**src/design/bgdc_pkg.sv**
```systemverilog
// Shared types and constants for the button gesture and dial controller.
// Depends on nothing; all other files but the checker use it by scoped names.
`timescale 1ns / 1ps

package bgdc_pkg;

  // Configuration port geometry
  localparam int CFG_DATA_W  = 16;
  localparam int CFG_INDEX_W = 2;

  // Register field widths
  localparam int HOLD_W     = 16;
  localparam int TAP_W      = 16;
  localparam int DEADBAND_W = 14;

  // Register reset values
  localparam logic [HOLD_W-1:0]     HOLD_TICKS_RST    = 16'd3000;
  localparam logic [TAP_W-1:0]      TAP_WINDOW_RST    = 16'd300;
  localparam logic [DEADBAND_W-1:0] SEND_DEADBAND_RST = 14'd4;

  // Register indexes on the configuration port
  typedef enum logic [CFG_INDEX_W-1:0] {
    CFG_HOLD_TICKS       = 2'd0,
    CFG_TAP_WINDOW_TICKS = 2'd1,
    CFG_SEND_DEADBAND    = 2'd2
  } cfg_index_t;

  // Register set as seen by the datapath
  typedef struct packed {
    logic [HOLD_W-1:0]     hold_ticks;
    logic [TAP_W-1:0]      tap_window_ticks;
    logic [DEADBAND_W-1:0] send_deadband;
  } cfg_regs_t;

  // Gesture events handed to the dial and output logic
  typedef struct packed {
    logic clear_fault;
    logic cycle_display;
    logic toggle_mode;
  } gesture_evt_t;

endpackage

```
**src/design/button_gesture_and_dial_controller_unit.sv**
```systemverilog
// Button gesture and dial controller. Takes one tick item per clock while the
// output is not stalled: the item is captured in an input register, the gesture
// and dial logic runs in a single pass, and the result is loaded into an output
// register when the item leaves the input register. Throughput is one item per
// cycle, set by that single-pass tick logic, unless the output stalls; a stalled
// output register holds its result while the input register still takes one more
// item. Configuration writes take effect on the next edge.
// Depends on bgdc_pkg, bgdc_cfg, bgdc_gesture and bgdc_dial.
`timescale 1ns / 1ps

module button_gesture_and_dial_controller_unit #(
  parameter int ANGLE_BITS = 14,
  parameter int TIMER_BITS = 16
) (
  input  logic                             clk,
  input  logic                             rst_n,
  // Tick items
  input  logic                             in_valid,
  output logic                             in_ready,
  input  logic                             in_button_pressed,
  input  logic [ANGLE_BITS-1:0]            in_dial_angle,
  input  logic                             in_motor_faulted,
  // Results
  output logic                             out_valid,
  input  logic                             out_ready,
  output logic                             out_clear_fault,
  output logic                             out_cycle_display,
  output logic                             out_mode_write,
  output logic                             out_drive_mode,
  output logic                             out_velocity_write,
  output logic signed [ANGLE_BITS:0]       out_velocity_command,
  // Configuration
  input  logic                             cfg_write_en,
  input  logic [bgdc_pkg::CFG_INDEX_W-1:0] cfg_index,
  input  logic [bgdc_pkg::CFG_DATA_W-1:0]  cfg_data
);

  bgdc_pkg::cfg_regs_t    regs;
  bgdc_pkg::gesture_evt_t evt;

  logic                  s1_valid_r, s1_valid_nxt;
  logic                  s1_pressed_r, s1_faulted_r;
  logic [ANGLE_BITS-1:0] s1_angle_r;
  logic                  advance, take_in;

  logic                  mode_write, drive_mode, velocity_write;
  logic signed [ANGLE_BITS:0] velocity_command;

  logic                       out_valid_r, out_valid_nxt;
  logic                       out_clear_r, out_cycle_r, out_mwrite_r, out_mode_r, out_vwrite_r;
  logic signed [ANGLE_BITS:0] out_cmd_r;

  // Handshake: move on when the output register is free or being drained
  assign advance  = s1_valid_r & (~out_valid_r | out_ready);
  assign in_ready = ~s1_valid_r | advance;
  assign take_in  = in_valid & in_ready;

  assign s1_valid_nxt  = take_in | (s1_valid_r & ~advance);
  assign out_valid_nxt = advance | (out_valid_r & ~out_ready);

  bgdc_cfg u_cfg (
    .clk          (clk),
    .rst_n        (rst_n),
    .cfg_write_en (cfg_write_en),
    .cfg_index    (cfg_index),
    .cfg_data     (cfg_data),
    .regs         (regs)
  );

  bgdc_gesture #(.TIMER_BITS(TIMER_BITS)) u_gesture (
    .clk     (clk),
    .rst_n   (rst_n),
    .advance (advance),
    .pressed (s1_pressed_r),
    .faulted (s1_faulted_r),
    .regs    (regs),
    .evt     (evt)
  );

  bgdc_dial #(.ANGLE_BITS(ANGLE_BITS)) u_dial (
    .clk              (clk),
    .rst_n            (rst_n),
    .advance          (advance),
    .angle            (s1_angle_r),
    .toggle_mode      (evt.toggle_mode),
    .send_deadband    (regs.send_deadband),
    .mode_write       (mode_write),
    .drive_mode       (drive_mode),
    .velocity_write   (velocity_write),
    .velocity_command (velocity_command)
  );

  // Valid bits
  always_ff @(posedge clk) begin
    if (!rst_n) begin
      s1_valid_r  <= 1'b0;
      out_valid_r <= 1'b0;
    end else begin
      s1_valid_r  <= s1_valid_nxt;
      out_valid_r <= out_valid_nxt;
    end
  end

  // Capture the item
  always_ff @(posedge clk) begin
    if (take_in) begin
      s1_pressed_r <= in_button_pressed;
      s1_angle_r   <= in_dial_angle;
      s1_faulted_r <= in_motor_faulted;
    end
  end

  // Load the result
  always_ff @(posedge clk) begin
    if (advance) begin
      out_clear_r  <= evt.clear_fault;
      out_cycle_r  <= evt.cycle_display;
      out_mwrite_r <= mode_write;
      out_mode_r   <= drive_mode;
      out_vwrite_r <= velocity_write;
      out_cmd_r    <= velocity_command;
    end
  end

  assign out_valid            = out_valid_r;
  assign out_clear_fault      = out_clear_r;
  assign out_cycle_display    = out_cycle_r;
  assign out_mode_write       = out_mwrite_r;
  assign out_drive_mode       = out_mode_r;
  assign out_velocity_write   = out_vwrite_r;
  assign out_velocity_command = out_cmd_r;

endmodule

```
**src/design/bgdc_cfg.sv**
```systemverilog
// Configuration register file: hold time, tap window and send deadband.
// Depends on bgdc_pkg.
`timescale 1ns / 1ps

module bgdc_cfg (
  input  logic                             clk,
  input  logic                             rst_n,
  input  logic                             cfg_write_en,
  input  logic [bgdc_pkg::CFG_INDEX_W-1:0] cfg_index,
  input  logic [bgdc_pkg::CFG_DATA_W-1:0]  cfg_data,
  output bgdc_pkg::cfg_regs_t              regs
);

  bgdc_pkg::cfg_regs_t regs_r, regs_nxt;

  // Decode the write; unknown indexes are dropped
  always_comb begin
    regs_nxt = regs_r;
    if (cfg_write_en) begin
      case (cfg_index)
        bgdc_pkg::CFG_HOLD_TICKS:
          regs_nxt.hold_ticks = cfg_data[bgdc_pkg::HOLD_W-1:0];
        bgdc_pkg::CFG_TAP_WINDOW_TICKS:
          regs_nxt.tap_window_ticks = cfg_data[bgdc_pkg::TAP_W-1:0];
        bgdc_pkg::CFG_SEND_DEADBAND:
          regs_nxt.send_deadband = cfg_data[bgdc_pkg::DEADBAND_W-1:0];
        default: regs_nxt = regs_r;
      endcase
    end
  end

  always_ff @(posedge clk) begin
    if (!rst_n) begin
      regs_r.hold_ticks       <= bgdc_pkg::HOLD_TICKS_RST;
      regs_r.tap_window_ticks <= bgdc_pkg::TAP_WINDOW_RST;
      regs_r.send_deadband    <= bgdc_pkg::SEND_DEADBAND_RST;
    end else begin
      regs_r <= regs_nxt;
    end
  end

  assign regs = regs_r;

endmodule

```
**src/design/bgdc_gesture.sv**
```systemverilog
// Button gesture detector: edges, long hold, tap and double tap timing.
// Depends on bgdc_pkg; state advances once per tick item.
`timescale 1ns / 1ps

module bgdc_gesture #(
  parameter int TIMER_BITS = 16
) (
  input  logic                    clk,
  input  logic                    rst_n,
  input  logic                    advance,
  input  logic                    pressed,
  input  logic                    faulted,
  input  bgdc_pkg::cfg_regs_t     regs,
  output bgdc_pkg::gesture_evt_t  evt
);

  // Compare width covers both the counter and the 16-bit thresholds
  localparam int CMP_W = (TIMER_BITS > bgdc_pkg::HOLD_W) ? TIMER_BITS : bgdc_pkg::HOLD_W;

  logic                  button_prev_r, button_prev_nxt;
  logic                  consumed_r, consumed_nxt;
  logic [TIMER_BITS-1:0] hold_cnt_r, hold_cnt_nxt;
  logic                  tap_pending_r, tap_pending_nxt;
  logic [TIMER_BITS-1:0] tap_cnt_r, tap_cnt_nxt;

  logic                  rise, fall, consumed_a, hold_fire;
  logic [TIMER_BITS-1:0] tap_cnt_a;
  logic                  tap_pending_a;

  // One tick of gesture logic
  always_comb begin
    rise = pressed & ~button_prev_r;
    fall = ~pressed & button_prev_r;
    consumed_a = rise ? 1'b0 : consumed_r;

    // Hold counter saturates; cleared while released
    if (pressed) begin
      hold_cnt_nxt = (hold_cnt_r == {TIMER_BITS{1'b1}}) ? hold_cnt_r
                                                        : hold_cnt_r + 1'b1;
    end else begin
      hold_cnt_nxt = '0;
    end
    hold_fire = pressed & ~consumed_a &
                (CMP_W'(hold_cnt_nxt) >= CMP_W'(regs.hold_ticks));
    consumed_nxt = consumed_a | hold_fire;

    evt.clear_fault   = hold_fire & faulted;
    evt.cycle_display = 1'b0;
    evt.toggle_mode   = 1'b0;

    // Release of an unconsumed press is a tap
    tap_pending_a = tap_pending_r;
    tap_cnt_a     = tap_cnt_r;
    if (fall && !consumed_nxt) begin
      if (tap_pending_r) begin
        evt.cycle_display = 1'b1;
        tap_pending_a     = 1'b0;
      end else begin
        tap_pending_a = 1'b1;
      end
      tap_cnt_a = '0;
    end

    // Count the tap window; expiry of a lone tap toggles the mode
    tap_pending_nxt = tap_pending_a;
    tap_cnt_nxt     = tap_cnt_a;
    if (tap_pending_a) begin
      tap_cnt_nxt = (tap_cnt_a == {TIMER_BITS{1'b1}}) ? tap_cnt_a : tap_cnt_a + 1'b1;
      if (CMP_W'(tap_cnt_nxt) >= CMP_W'(regs.tap_window_ticks)) begin
        evt.toggle_mode = 1'b1;
        tap_pending_nxt = 1'b0;
        tap_cnt_nxt     = '0;
      end
    end

    button_prev_nxt = pressed;
  end

  // Advance state only when a tick item leaves the input register
  always_ff @(posedge clk) begin
    if (!rst_n) begin
      button_prev_r <= 1'b0;
      consumed_r    <= 1'b0;
      hold_cnt_r    <= '0;
      tap_pending_r <= 1'b0;
      tap_cnt_r     <= '0;
    end else if (advance) begin
      button_prev_r <= button_prev_nxt;
      consumed_r    <= consumed_nxt;
      hold_cnt_r    <= hold_cnt_nxt;
      tap_pending_r <= tap_pending_nxt;
      tap_cnt_r     <= tap_cnt_nxt;
    end
  end

endmodule

```
**src/design/bgdc_dial.sv**
```systemverilog
// Run mode, dial accumulation with seam wrap and clamp, and change-only
// mode and velocity writes. Depends on bgdc_pkg.
`timescale 1ns / 1ps

module bgdc_dial #(
  parameter int ANGLE_BITS = 14
) (
  input  logic                         clk,
  input  logic                         rst_n,
  input  logic                         advance,
  input  logic [ANGLE_BITS-1:0]        angle,
  input  logic                         toggle_mode,
  input  logic [bgdc_pkg::DEADBAND_W-1:0] send_deadband,
  output logic                         mode_write,
  output logic                         drive_mode,
  output logic                         velocity_write,
  output logic signed [ANGLE_BITS:0]   velocity_command
);

  localparam int RW    = ANGLE_BITS + 1;
  localparam int SW    = ANGLE_BITS + 2;
  localparam int CMP_W = (SW > bgdc_pkg::DEADBAND_W + 1) ? SW : bgdc_pkg::DEADBAND_W + 1;
  localparam logic signed [SW-1:0] HALF_S = SW'(2 ** (ANGLE_BITS - 1));
  localparam logic signed [SW-1:0] FULL_S = SW'(2 ** ANGLE_BITS);

  logic                  run_r, run_nxt;
  logic [ANGLE_BITS-1:0] prev_r, prev_nxt;
  logic signed [RW-1:0]  acc_r, acc_nxt;
  logic                  mode_sent_r, mode_sent_nxt;
  logic signed [RW-1:0]  vel_sent_r, vel_sent_nxt;
  logic                  seeded_r;

  logic signed [SW-1:0]  delta, sum, diff;
  logic signed [RW-1:0]  request;
  logic [SW-1:0]         diff_mag;

  always_comb begin
    // Wrap the angle step across the seam
    delta = $signed({2'b00, angle}) - $signed({2'b00, prev_r});
    if (delta > HALF_S) begin
      delta = delta - FULL_S;
    end else if (delta < -HALF_S) begin
      delta = delta + FULL_S;
    end

    // Accumulate and clamp to half a turn each way
    sum = $signed({acc_r[RW-1], acc_r}) + delta;
    if (sum > HALF_S) begin
      sum = HALF_S;
    end
    if (sum < -HALF_S) begin
      sum = -HALF_S;
    end

    run_nxt  = run_r;
    prev_nxt = prev_r;
    acc_nxt  = acc_r;
    request  = '0;
    if (!run_r) begin
      if (toggle_mode) begin
        run_nxt  = 1'b1;
        prev_nxt = angle;
        acc_nxt  = '0;
      end
    end else begin
      if (toggle_mode) begin
        run_nxt = 1'b0;
      end
      prev_nxt = angle;
      acc_nxt  = sum[RW-1:0];
      request  = sum[RW-1:0];
    end

    // Write mode on change, velocity past the deadband, both on the first tick
    mode_write    = ~seeded_r | (run_nxt != mode_sent_r);
    mode_sent_nxt = mode_write ? run_nxt : mode_sent_r;

    diff     = $signed({request[RW-1], request}) - $signed({vel_sent_r[RW-1], vel_sent_r});
    diff_mag = diff[SW-1] ? $unsigned(-diff) : $unsigned(diff);
    velocity_write = ~seeded_r | (CMP_W'(diff_mag) > CMP_W'(send_deadband));
    vel_sent_nxt   = velocity_write ? request : vel_sent_r;

    drive_mode       = run_nxt;
    velocity_command = vel_sent_nxt;
  end

  // Advance state only when a tick item leaves the input register
  always_ff @(posedge clk) begin
    if (!rst_n) begin
      run_r       <= 1'b0;
      prev_r      <= '0;
      acc_r       <= '0;
      mode_sent_r <= 1'b0;
      vel_sent_r  <= '0;
      seeded_r    <= 1'b0;
    end else if (advance) begin
      run_r       <= run_nxt;
      prev_r      <= prev_nxt;
      acc_r       <= acc_nxt;
      mode_sent_r <= mode_sent_nxt;
      vel_sent_r  <= vel_sent_nxt;
      seeded_r    <= 1'b1;
    end
  end

endmodule

```
**config.mk**
```make
export PLATFORM = sky130hd
export DESIGN_NAME = button_gesture_and_dial_controller_unit
export DESIGN_NICKNAME = d
export VERILOG_FILES = /design/src/design/bgdc_pkg.sv /design/src/design/button_gesture_and_dial_controller_unit.sv /design/src/design/bgdc_cfg.sv /design/src/design/bgdc_gesture.sv /design/src/design/bgdc_dial.sv
export SDC_FILE = /design/constraint.sdc
export NUM_CORES = 1
export LEC_CHECK = 0
export BUFFER_PORTS_ARGS = -buffer_cell sky130_fd_sc_hd__buf_4
export CORE_MARGIN = 2
export CORE_UTILIZATION = 44
export DETAILED_ROUTE_END_ITERATION = 8
export GPL_TIMING_DRIVEN = 1
export SLEW_MARGIN = 20
export SYNTH_ARGS = -nofsm -noshare
export SYNTH_HDL_FRONTEND = slang
export SYNTH_HIERARCHICAL = 1
export SYNTH_SLANG_ARGS = --single-unit
```
**constraint.sdc**
```tcl
create_clock -name clk -period 18.95 [get_ports clk]
set_input_delay 3.79 -clock clk [delete_from_list [all_inputs] [get_ports clk]]
set_output_delay 3.79 -clock clk [all_outputs]
set_load 0.005 [all_outputs]
```
* Yosys cells after proc, flatten, opt, wreduce, memory -nomap -nowiden
Index checks and enable logic that the tools add are counted.
** Word-level totals
- Flip-flop bits (word level) :: 166
- Bits of input ports :: 39
- Output and inout bits :: 22
- Logic and storage cells :: 106
** Operators by class
- Add/subtract/negate cells :: 8
- Magnitude comparators :: 7
- Eq/ne operators :: 5
- Muxes and demuxes :: 28
- Bitwise logic cells :: 24
- Reductions and logical operators :: 9
** Operators by type and width (number)
- 2-to-1 mux 16 bit :: 10
- 2-to-1 mux 15 bit :: 5
- adder 16 x 1 -> 16 bit (second input constant) :: 2
- == test 16 bit (second input constant) :: 2
- >= comparator 16 bit :: 2
- > comparator 16 x 15 -> 1 bit (second input constant) :: 2
- < comparator 16 x 14 -> 1 bit (second input constant) :: 2
- 2-to-1 mux 14 bit :: 2
- adder 15 x 16 -> 16 bit :: 1
- adder 16 bit (second input constant) :: 1
- > comparator 16 x 14 -> 1 bit :: 1
- negator 16 bit :: 1
- subtractor 15 x 15 -> 16 bit :: 1
- subtractor 16 bit (second input constant) :: 1
- subtractor 14 x 14 -> 15 bit :: 1
- 2-to-1 mux 1 bit :: 11
- AND reduction 2 bit :: 5
- bitwise AND 1 bit :: 9
- NOT 1 bit :: 8
- bitwise OR 1 bit :: 7
- == test 2 x 1 -> 1 bit (second input constant) :: 1
- == test 2 bit (second input constant) :: 1
- zero test 2 bit :: 1
- nonzero test 2 bit :: 1
- 3 further kinds :: 3

* Logic depth before layout (Yosys ltp)
- Depth after elaboration :: 20
- Depth in mapped cells :: 46
- Mapped depth without buffers :: 44

* Cells and area by module
Netlist, hierarchy kept.
** Modules (own cells, without submodules)
- bgdc_dial :: times used 1, cells an instance 668, area an instance 5062.4 µm², seq. area each 940.9 µm²
- bgdc_gesture :: times used 1, cells an instance 433, area an instance 3219.3 µm², seq. area each 700.7 µm²
- bgdc_cfg :: times used 1, cells an instance 177, area an instance 1819.2 µm², seq. area each 920.9 µm²
- button_gesture_and_dial_controller_unit :: times used 1, cells an instance 45, area an instance 1184.9 µm², seq. area each 1121.1 µm²

* Worst setup path after synthesis
No wires, ideal clock.
- Kind :: flip-flop to flip-flop
- From :: register s1_angle_r[0]
- To :: register out_cmd_r[7], in the netlist out_velocity_command[7], data pin
- Setup time :: 0.256 ns
- Arrival time :: 9.059 ns
- Data required time :: 18.694 ns
- Path slack :: 9.635 ns
- Cell stages (with the launch flop) :: 44
- Buffers on the path :: 3
- Period minus slack after synthesis :: 9.315 ns
- Path through :: edfxtp_1 > inv_1 > ha_1 > inv_1 > fa_1 > a21o_1 > a221oi_2 > a211oi_1 > or4_1 > a21o_1 > a2111oi_4 > or3_1 > inv_1 > ha_1 > or3_1 > o31ai_1 > xnor2_1 > or4_1 > (+8 left out) > o311a_1 > nor4b_1 > and3_1 > nand3b_1 > nor3b_1 > nor2_1 > xnor2_1 > ha_1 > nand2b_1 > nor2_1 > o311ai_0 > a211oi_1 > a2bb2oi_1 > and3_1 > buf_2 > buf_2 > nor2_1 > a22o_1
** On the way
- Word-level cells in the longest chain between the ends :: 16
- Elaborated cells between the ends (all ways) :: 19
- Those cells by class :: add/sub (6); order compare (5); mux (7); bitwise (1)
** RTL lines
- from (decl) :: line button_gesture_and_dial_controller_unit.sv:43 : logic [ANGLE_BITS-1:0] s1_angle_r;
- from (signal assigned) :: line button_gesture_and_dial_controller_unit.sv:108 : s1_angle_r <= in_dial_angle;
- subtractor 14 x 14 -> 15 bit (*) :: line bgdc_dial.sv:39 : delta = $signed({2'b00, angle}) - $signed({2'b00, prev_r});
- adder 16 bit / < comparator 16 x 14 -> 1 bit (equally long branches) :: line bgdc_dial.sv:43, bgdc_dial.sv:42
- 2-to-1 mux 16 bit :: line bgdc_dial.sv:42 : end else if (delta < -HALF_S) begin
- 2-to-1 mux 16 bit (*) :: line bgdc_dial.sv:40 : if (delta > HALF_S) begin
- adder 15 x 16 -> 16 bit (*) :: line bgdc_dial.sv:47 : sum = $signed({acc_r[RW-1], acc_r}) + delta;
- > comparator 16 x 15 -> 1 bit :: line bgdc_dial.sv:48 : if (sum > HALF_S) begin
- 2-to-1 mux 16 bit (*) :: line bgdc_dial.sv:48
- < comparator 16 x 14 -> 1 bit :: line bgdc_dial.sv:51 : if (sum < -HALF_S) begin
- 2-to-1 mux 15 bit (*) :: line bgdc_dial.sv:51
- 2-to-1 mux 15 bit (*) :: line bgdc_dial.sv:59 : if (!run_r) begin
- subtractor 15 x 15 -> 16 bit :: line bgdc_dial.sv:78 : diff = $signed({request[RW-1], request}) - $signed({vel_sent_r[RW-1], vel_sent_r});
- negator 16 bit :: line bgdc_dial.sv:79 : diff_mag = diff[SW-1] ? $unsigned(-diff) : $unsigned(diff);
- 2-to-1 mux 16 bit :: line bgdc_dial.sv:79
- > comparator 16 x 14 -> 1 bit :: line bgdc_dial.sv:80 : velocity_write = ~seeded_r | (CMP_W'(diff_mag) > CMP_W'(send_deadband));
- bitwise OR 1 bit :: line bgdc_dial.sv:80
- 2-to-1 mux 15 bit (*) :: line bgdc_dial.sv:81 : vel_sent_nxt = velocity_write ? request : vel_sent_r;
- named net velocity_command[7] :: line button_gesture_and_dial_controller_unit.sv:47 : logic signed [ANGLE_BITS:0] velocity_command;
- to (signal assigned) :: line button_gesture_and_dial_controller_unit.sv:121 : out_cmd_r <= velocity_command;
- to (decl) :: line button_gesture_and_dial_controller_unit.sv:51 : logic signed [ANGLE_BITS:0] out_cmd_r;
The timed path passes the listed nets; every way through them passes the cells marked *.
A chain may end at the register's enable or synchronous reset.

* Final worst setup path
- From :: register s1_angle_r[0]
- To :: register out_cmd_r[2], in the netlist out_velocity_command[2], data pin
** On the way
- Word-level cells in the longest chain between the ends :: 16
- Elaborated cells between the ends (all ways) :: 19
- Those cells by class :: add/sub (6); order compare (5); mux (7); bitwise (1)
** RTL lines
- subtractor 14 x 14 -> 15 bit (*) :: line bgdc_dial.sv:39
- adder 16 bit / < comparator 16 x 14 -> 1 bit (equally long branches) :: line bgdc_dial.sv:43, bgdc_dial.sv:42
- 2-to-1 mux 16 bit :: line bgdc_dial.sv:42
- 2-to-1 mux 16 bit (*) :: line bgdc_dial.sv:40
- adder 15 x 16 -> 16 bit (*) :: line bgdc_dial.sv:47
- > comparator 16 x 15 -> 1 bit :: line bgdc_dial.sv:48
- 2-to-1 mux 16 bit (*) :: line bgdc_dial.sv:48
- < comparator 16 x 14 -> 1 bit :: line bgdc_dial.sv:51
- (+2 left out)
- subtractor 15 x 15 -> 16 bit (*) :: line bgdc_dial.sv:78
- negator 16 bit :: line bgdc_dial.sv:79
- 2-to-1 mux 16 bit (*) :: line bgdc_dial.sv:79
- > comparator 16 x 14 -> 1 bit (*) :: line bgdc_dial.sv:80
- bitwise OR 1 bit (*) :: line bgdc_dial.sv:80
- named net velocity_write :: line button_gesture_and_dial_controller_unit.sv:46 : logic mode_write, drive_mode, velocity_write;
- 2-to-1 mux 15 bit (*) :: line bgdc_dial.sv:81
- named net velocity_command[2] :: line button_gesture_and_dial_controller_unit.sv:47
Marked as above.

==> metrics.cfg <==
[die]
dieHeight_um=164
die_w_um=164
io_pins=61
dieArea_sq_um=26900
core-area_sq_um=25200
rows=58
start_util_pct=44.8

[finish]
fin_nets=1493
fin_cells=1699
fin_area_sq_um=12500
antenna_cells=0
final_cell_mix=nand2_1, dfxtp_1, inv_1
final_common_cell=nand2_1
fill_cells=2396
drive_gt1_share_pct=9.35
syn2layout_area_growth_pct=10.8

[global_routing]
grt_max_degree=71
grt.overflow.total=0
grt_use_total_pct=20.8
grt_antenna_before_repair=0
grt_first_pass_wirelength_um=45100
grt_pass1_vias=8766

[worst_setup_path]
rr_worst_depth=42
crit_path_start_kind=flop
max_stage_delay_ns=0.64
critPathSlowestCell=nor4b_1
worstSetupPathType=flop to flop
worstPathArrival_ns=10.98
crit_fanout=50
crit_required_ns=19.13
endpoint_kind=flop
rrSetupSlack_ns=8.15
crit_top_cell=ha_1

[power]
clkPwrFrac_pct=42.3
max-vdd-ir-drop_mv=0.0490
pwr-share-comb_pct=11.2
internal_power_mw=0.585
power_density_nw_per_um2=64.3
switchingPower_mw=0.219
power.leakage_nw=5.29
sw_frac_of_total_pct=27.2
seqPwrFrac_pct=46.5

[routing]
wl_um=27600
dr_total_vias=9421
drc=0
routedWlPerCell_um=16.2
drt-pass1-iter-count=5
ant_nets=0
via_per_inst=5.55
drtIter0Drc=647

[synth]
syn_avg_cell_area_sq_um=8.53
yosysWarnings=6
async_reset_ff_share_pct=0
ys_seq_area_share_pct=32.6
synth_edf_count=36
ys_types=92
synthFlopType=dfxtp_1
synth-seq-cells=166
netlist_instances=1323
synth_area_sq_um=11300
synthesis.nets=1460

[clocking]
post_cts_resize_count=0
root_buffer=clkbuf_16
clk_pin_slew_ns=0.07
cts_buffers=17
worstSkewPairLatency_ns=0.43
htreeDepth=4
cts_tree=built
clockBufferDepth=2
clkSinkCount=166
cts_setup_buffers=0
hold_buffers=0

[hold_path]
hold_class=flop to flop
min_path_cells=2

[place]
io_buffers=60
dp_cells=1666
placed_cell_area_sq_um=11900
place_congestion=0.855
dp_hpwl_um=19700

[sta]
max_freq_mhz=92.6
fin_skew_ns=0.0163
max-slew-margin-rel_pct=44.2
hold_viol=0
hold-worst-slack_ns=0.454
fin_crit_sh_pct=57.0
setup-tns-final_ns=0
grt_setup_unrepaired=false
setup_viol_count_final=0
maxSlewViolCount=0
tightest_slew_ns=0.816
period_minus_slack_ns=10.80

[flow_run]
drv_cap=0

[status]
outcome=finished clean

-- layout make-up --
| class | count | area, sq um | area share, % |
|---|---|---|---|
| inverter | 114 | 428 | 3.42 |
| multi-input combinational | 985 | 6880 | 55.0 |
| clock inverter | 14 | 126 | 1.01 |
| clock buffer | 18 | 429 | 3.43 |
| sequential | 166 | 3680 | 29.4 |
| tap | 330 | 413 | 3.30 |
| timing repair buffer | 72 | 548 | 4.38 |
-- through the flow --
step	power, mW	setup WS (ns)	util (%)
finish	0.804	8.15	49.7
global route	0.837	7.33	49.7
CTS	0.812	8.22	49.6
detailed placement	0.471	8.24	47.4
global placement	0.470	8.58	47.4
floorplan	0.442	9.63	-
-- power groups by stage --
stage	sequential, mW	combinational [mW]	clock (mW)
finish	0.374	0.0900	0.340
global route	0.374	0.101	0.362
CTS	0.374	0.0901	0.349
detailed placement	0.382	0.0897	0
global placement	0.382	0.0883	0
floorplan	0.381	0.0610	0
-- cell families after synthesis --
logic type	synth area share, %
XOR/XNOR	4.42
buffers and inverters	6.46
multiplexers	4.51
flip-flops	32.6
adder cells (fa/ha/maj)	11.1
AO/OA/AOI/OAI	19.7
AND/OR/NAND/NOR	21.2
-- critical path, delay by kind of cell, from the launching register on --
family,cells,cell delay (ns)
AND/OR/NAND/NOR,14,3.70
XOR/XNOR,2,0.26
multiplexers,1,0.34
buffers and inverters,6,1.03
AO/OA/AOI/OAI,14,3.59
flip-flops,1,0.38
adder cells (fa/ha/maj),5,1.23
-- metal layers --
layer	vias to the layer above	share of wire (%)	global-route usage, %	wire length [um]
met5	-	0	0	0
met4	0	0.78	3.79	216
met3	17	3.5	3.54	973
met2	156	45	33.8	12500
met1	4437	50	29.3	13900
li1	4811	-	-	-
-- cells in the mapped netlist, types with 7 or more instances --
| library cell | instances | area (sq um) |
|---|---|---|
| inv_1 | 110 | 413 |
| a41o_1 | 7 | 70.1 |
| a32o_1 | 17 | 170 |
| nand2_1 | 160 | 601 |
| a21oi_1 | 70 | 350 |
| nor3_1 | 21 | 105 |
| o211ai_1 | 22 | 165 |
| a21o_1 | 23 | 173 |
| clkbuf_1 | 30 | 113 |
| edfxtp_1 | 36 | 1080 |
| and3_1 | 24 | 150 |
| o21ai_1 | 9 | 45.0 |
| nor4_1 | 10 | 62.6 |
| nand3_1 | 29 | 145 |
| or3_1 | 13 | 81.3 |
| a31o_1 | 8 | 70.1 |
| ha_1 | 95 | 1190 |
| xnor2_1 | 30 | 263 |
| a22o_1 | 17 | 149 |
| nand4_1 | 12 | 75.1 |
| nor2b_1 | 36 | 225 |
| nor2_1 | 87 | 327 |
| nand2b_1 | 9 | 56.3 |
| mux2i_1 | 46 | 460 |
| buf_2 | 14 | 70.1 |
| o21ai_0 | 31 | 155 |
| and2_1 | 20 | 125 |
| o21a_1 | 15 | 113 |
| dfxtp_1 | 130 | 2600 |
| a211oi_1 | 13 | 97.6 |
| xor2_1 | 27 | 236 |
| a31oi_1 | 21 | 131 |
-- sequential cells by signal, indices dropped and copies added (netlist names), 14 cells and up --
register              count
u_dial/acc_r             15
u_cfg/regs               46
u_dial/vel_sent_r        15
u_gesture/hold_cnt_r     16
s1_angle_r               14
u_gesture/tap_cnt_r      16
u_dial/prev_r            14
out_velocity_command     15
-- final timing paths --
kind	startpoint	endpoint
worst min-delay path	u_dial/prev_r[13]	u_dial/prev_r[13]
worst min register to register	u_dial/prev_r[13]	u_dial/prev_r[13]
worst max register to register	s1_angle_r[0]	out_velocity_command[2]
worst max-delay path	s1_angle_r[0]	out_velocity_command[2]
Power figures use the tool's default switching activity.
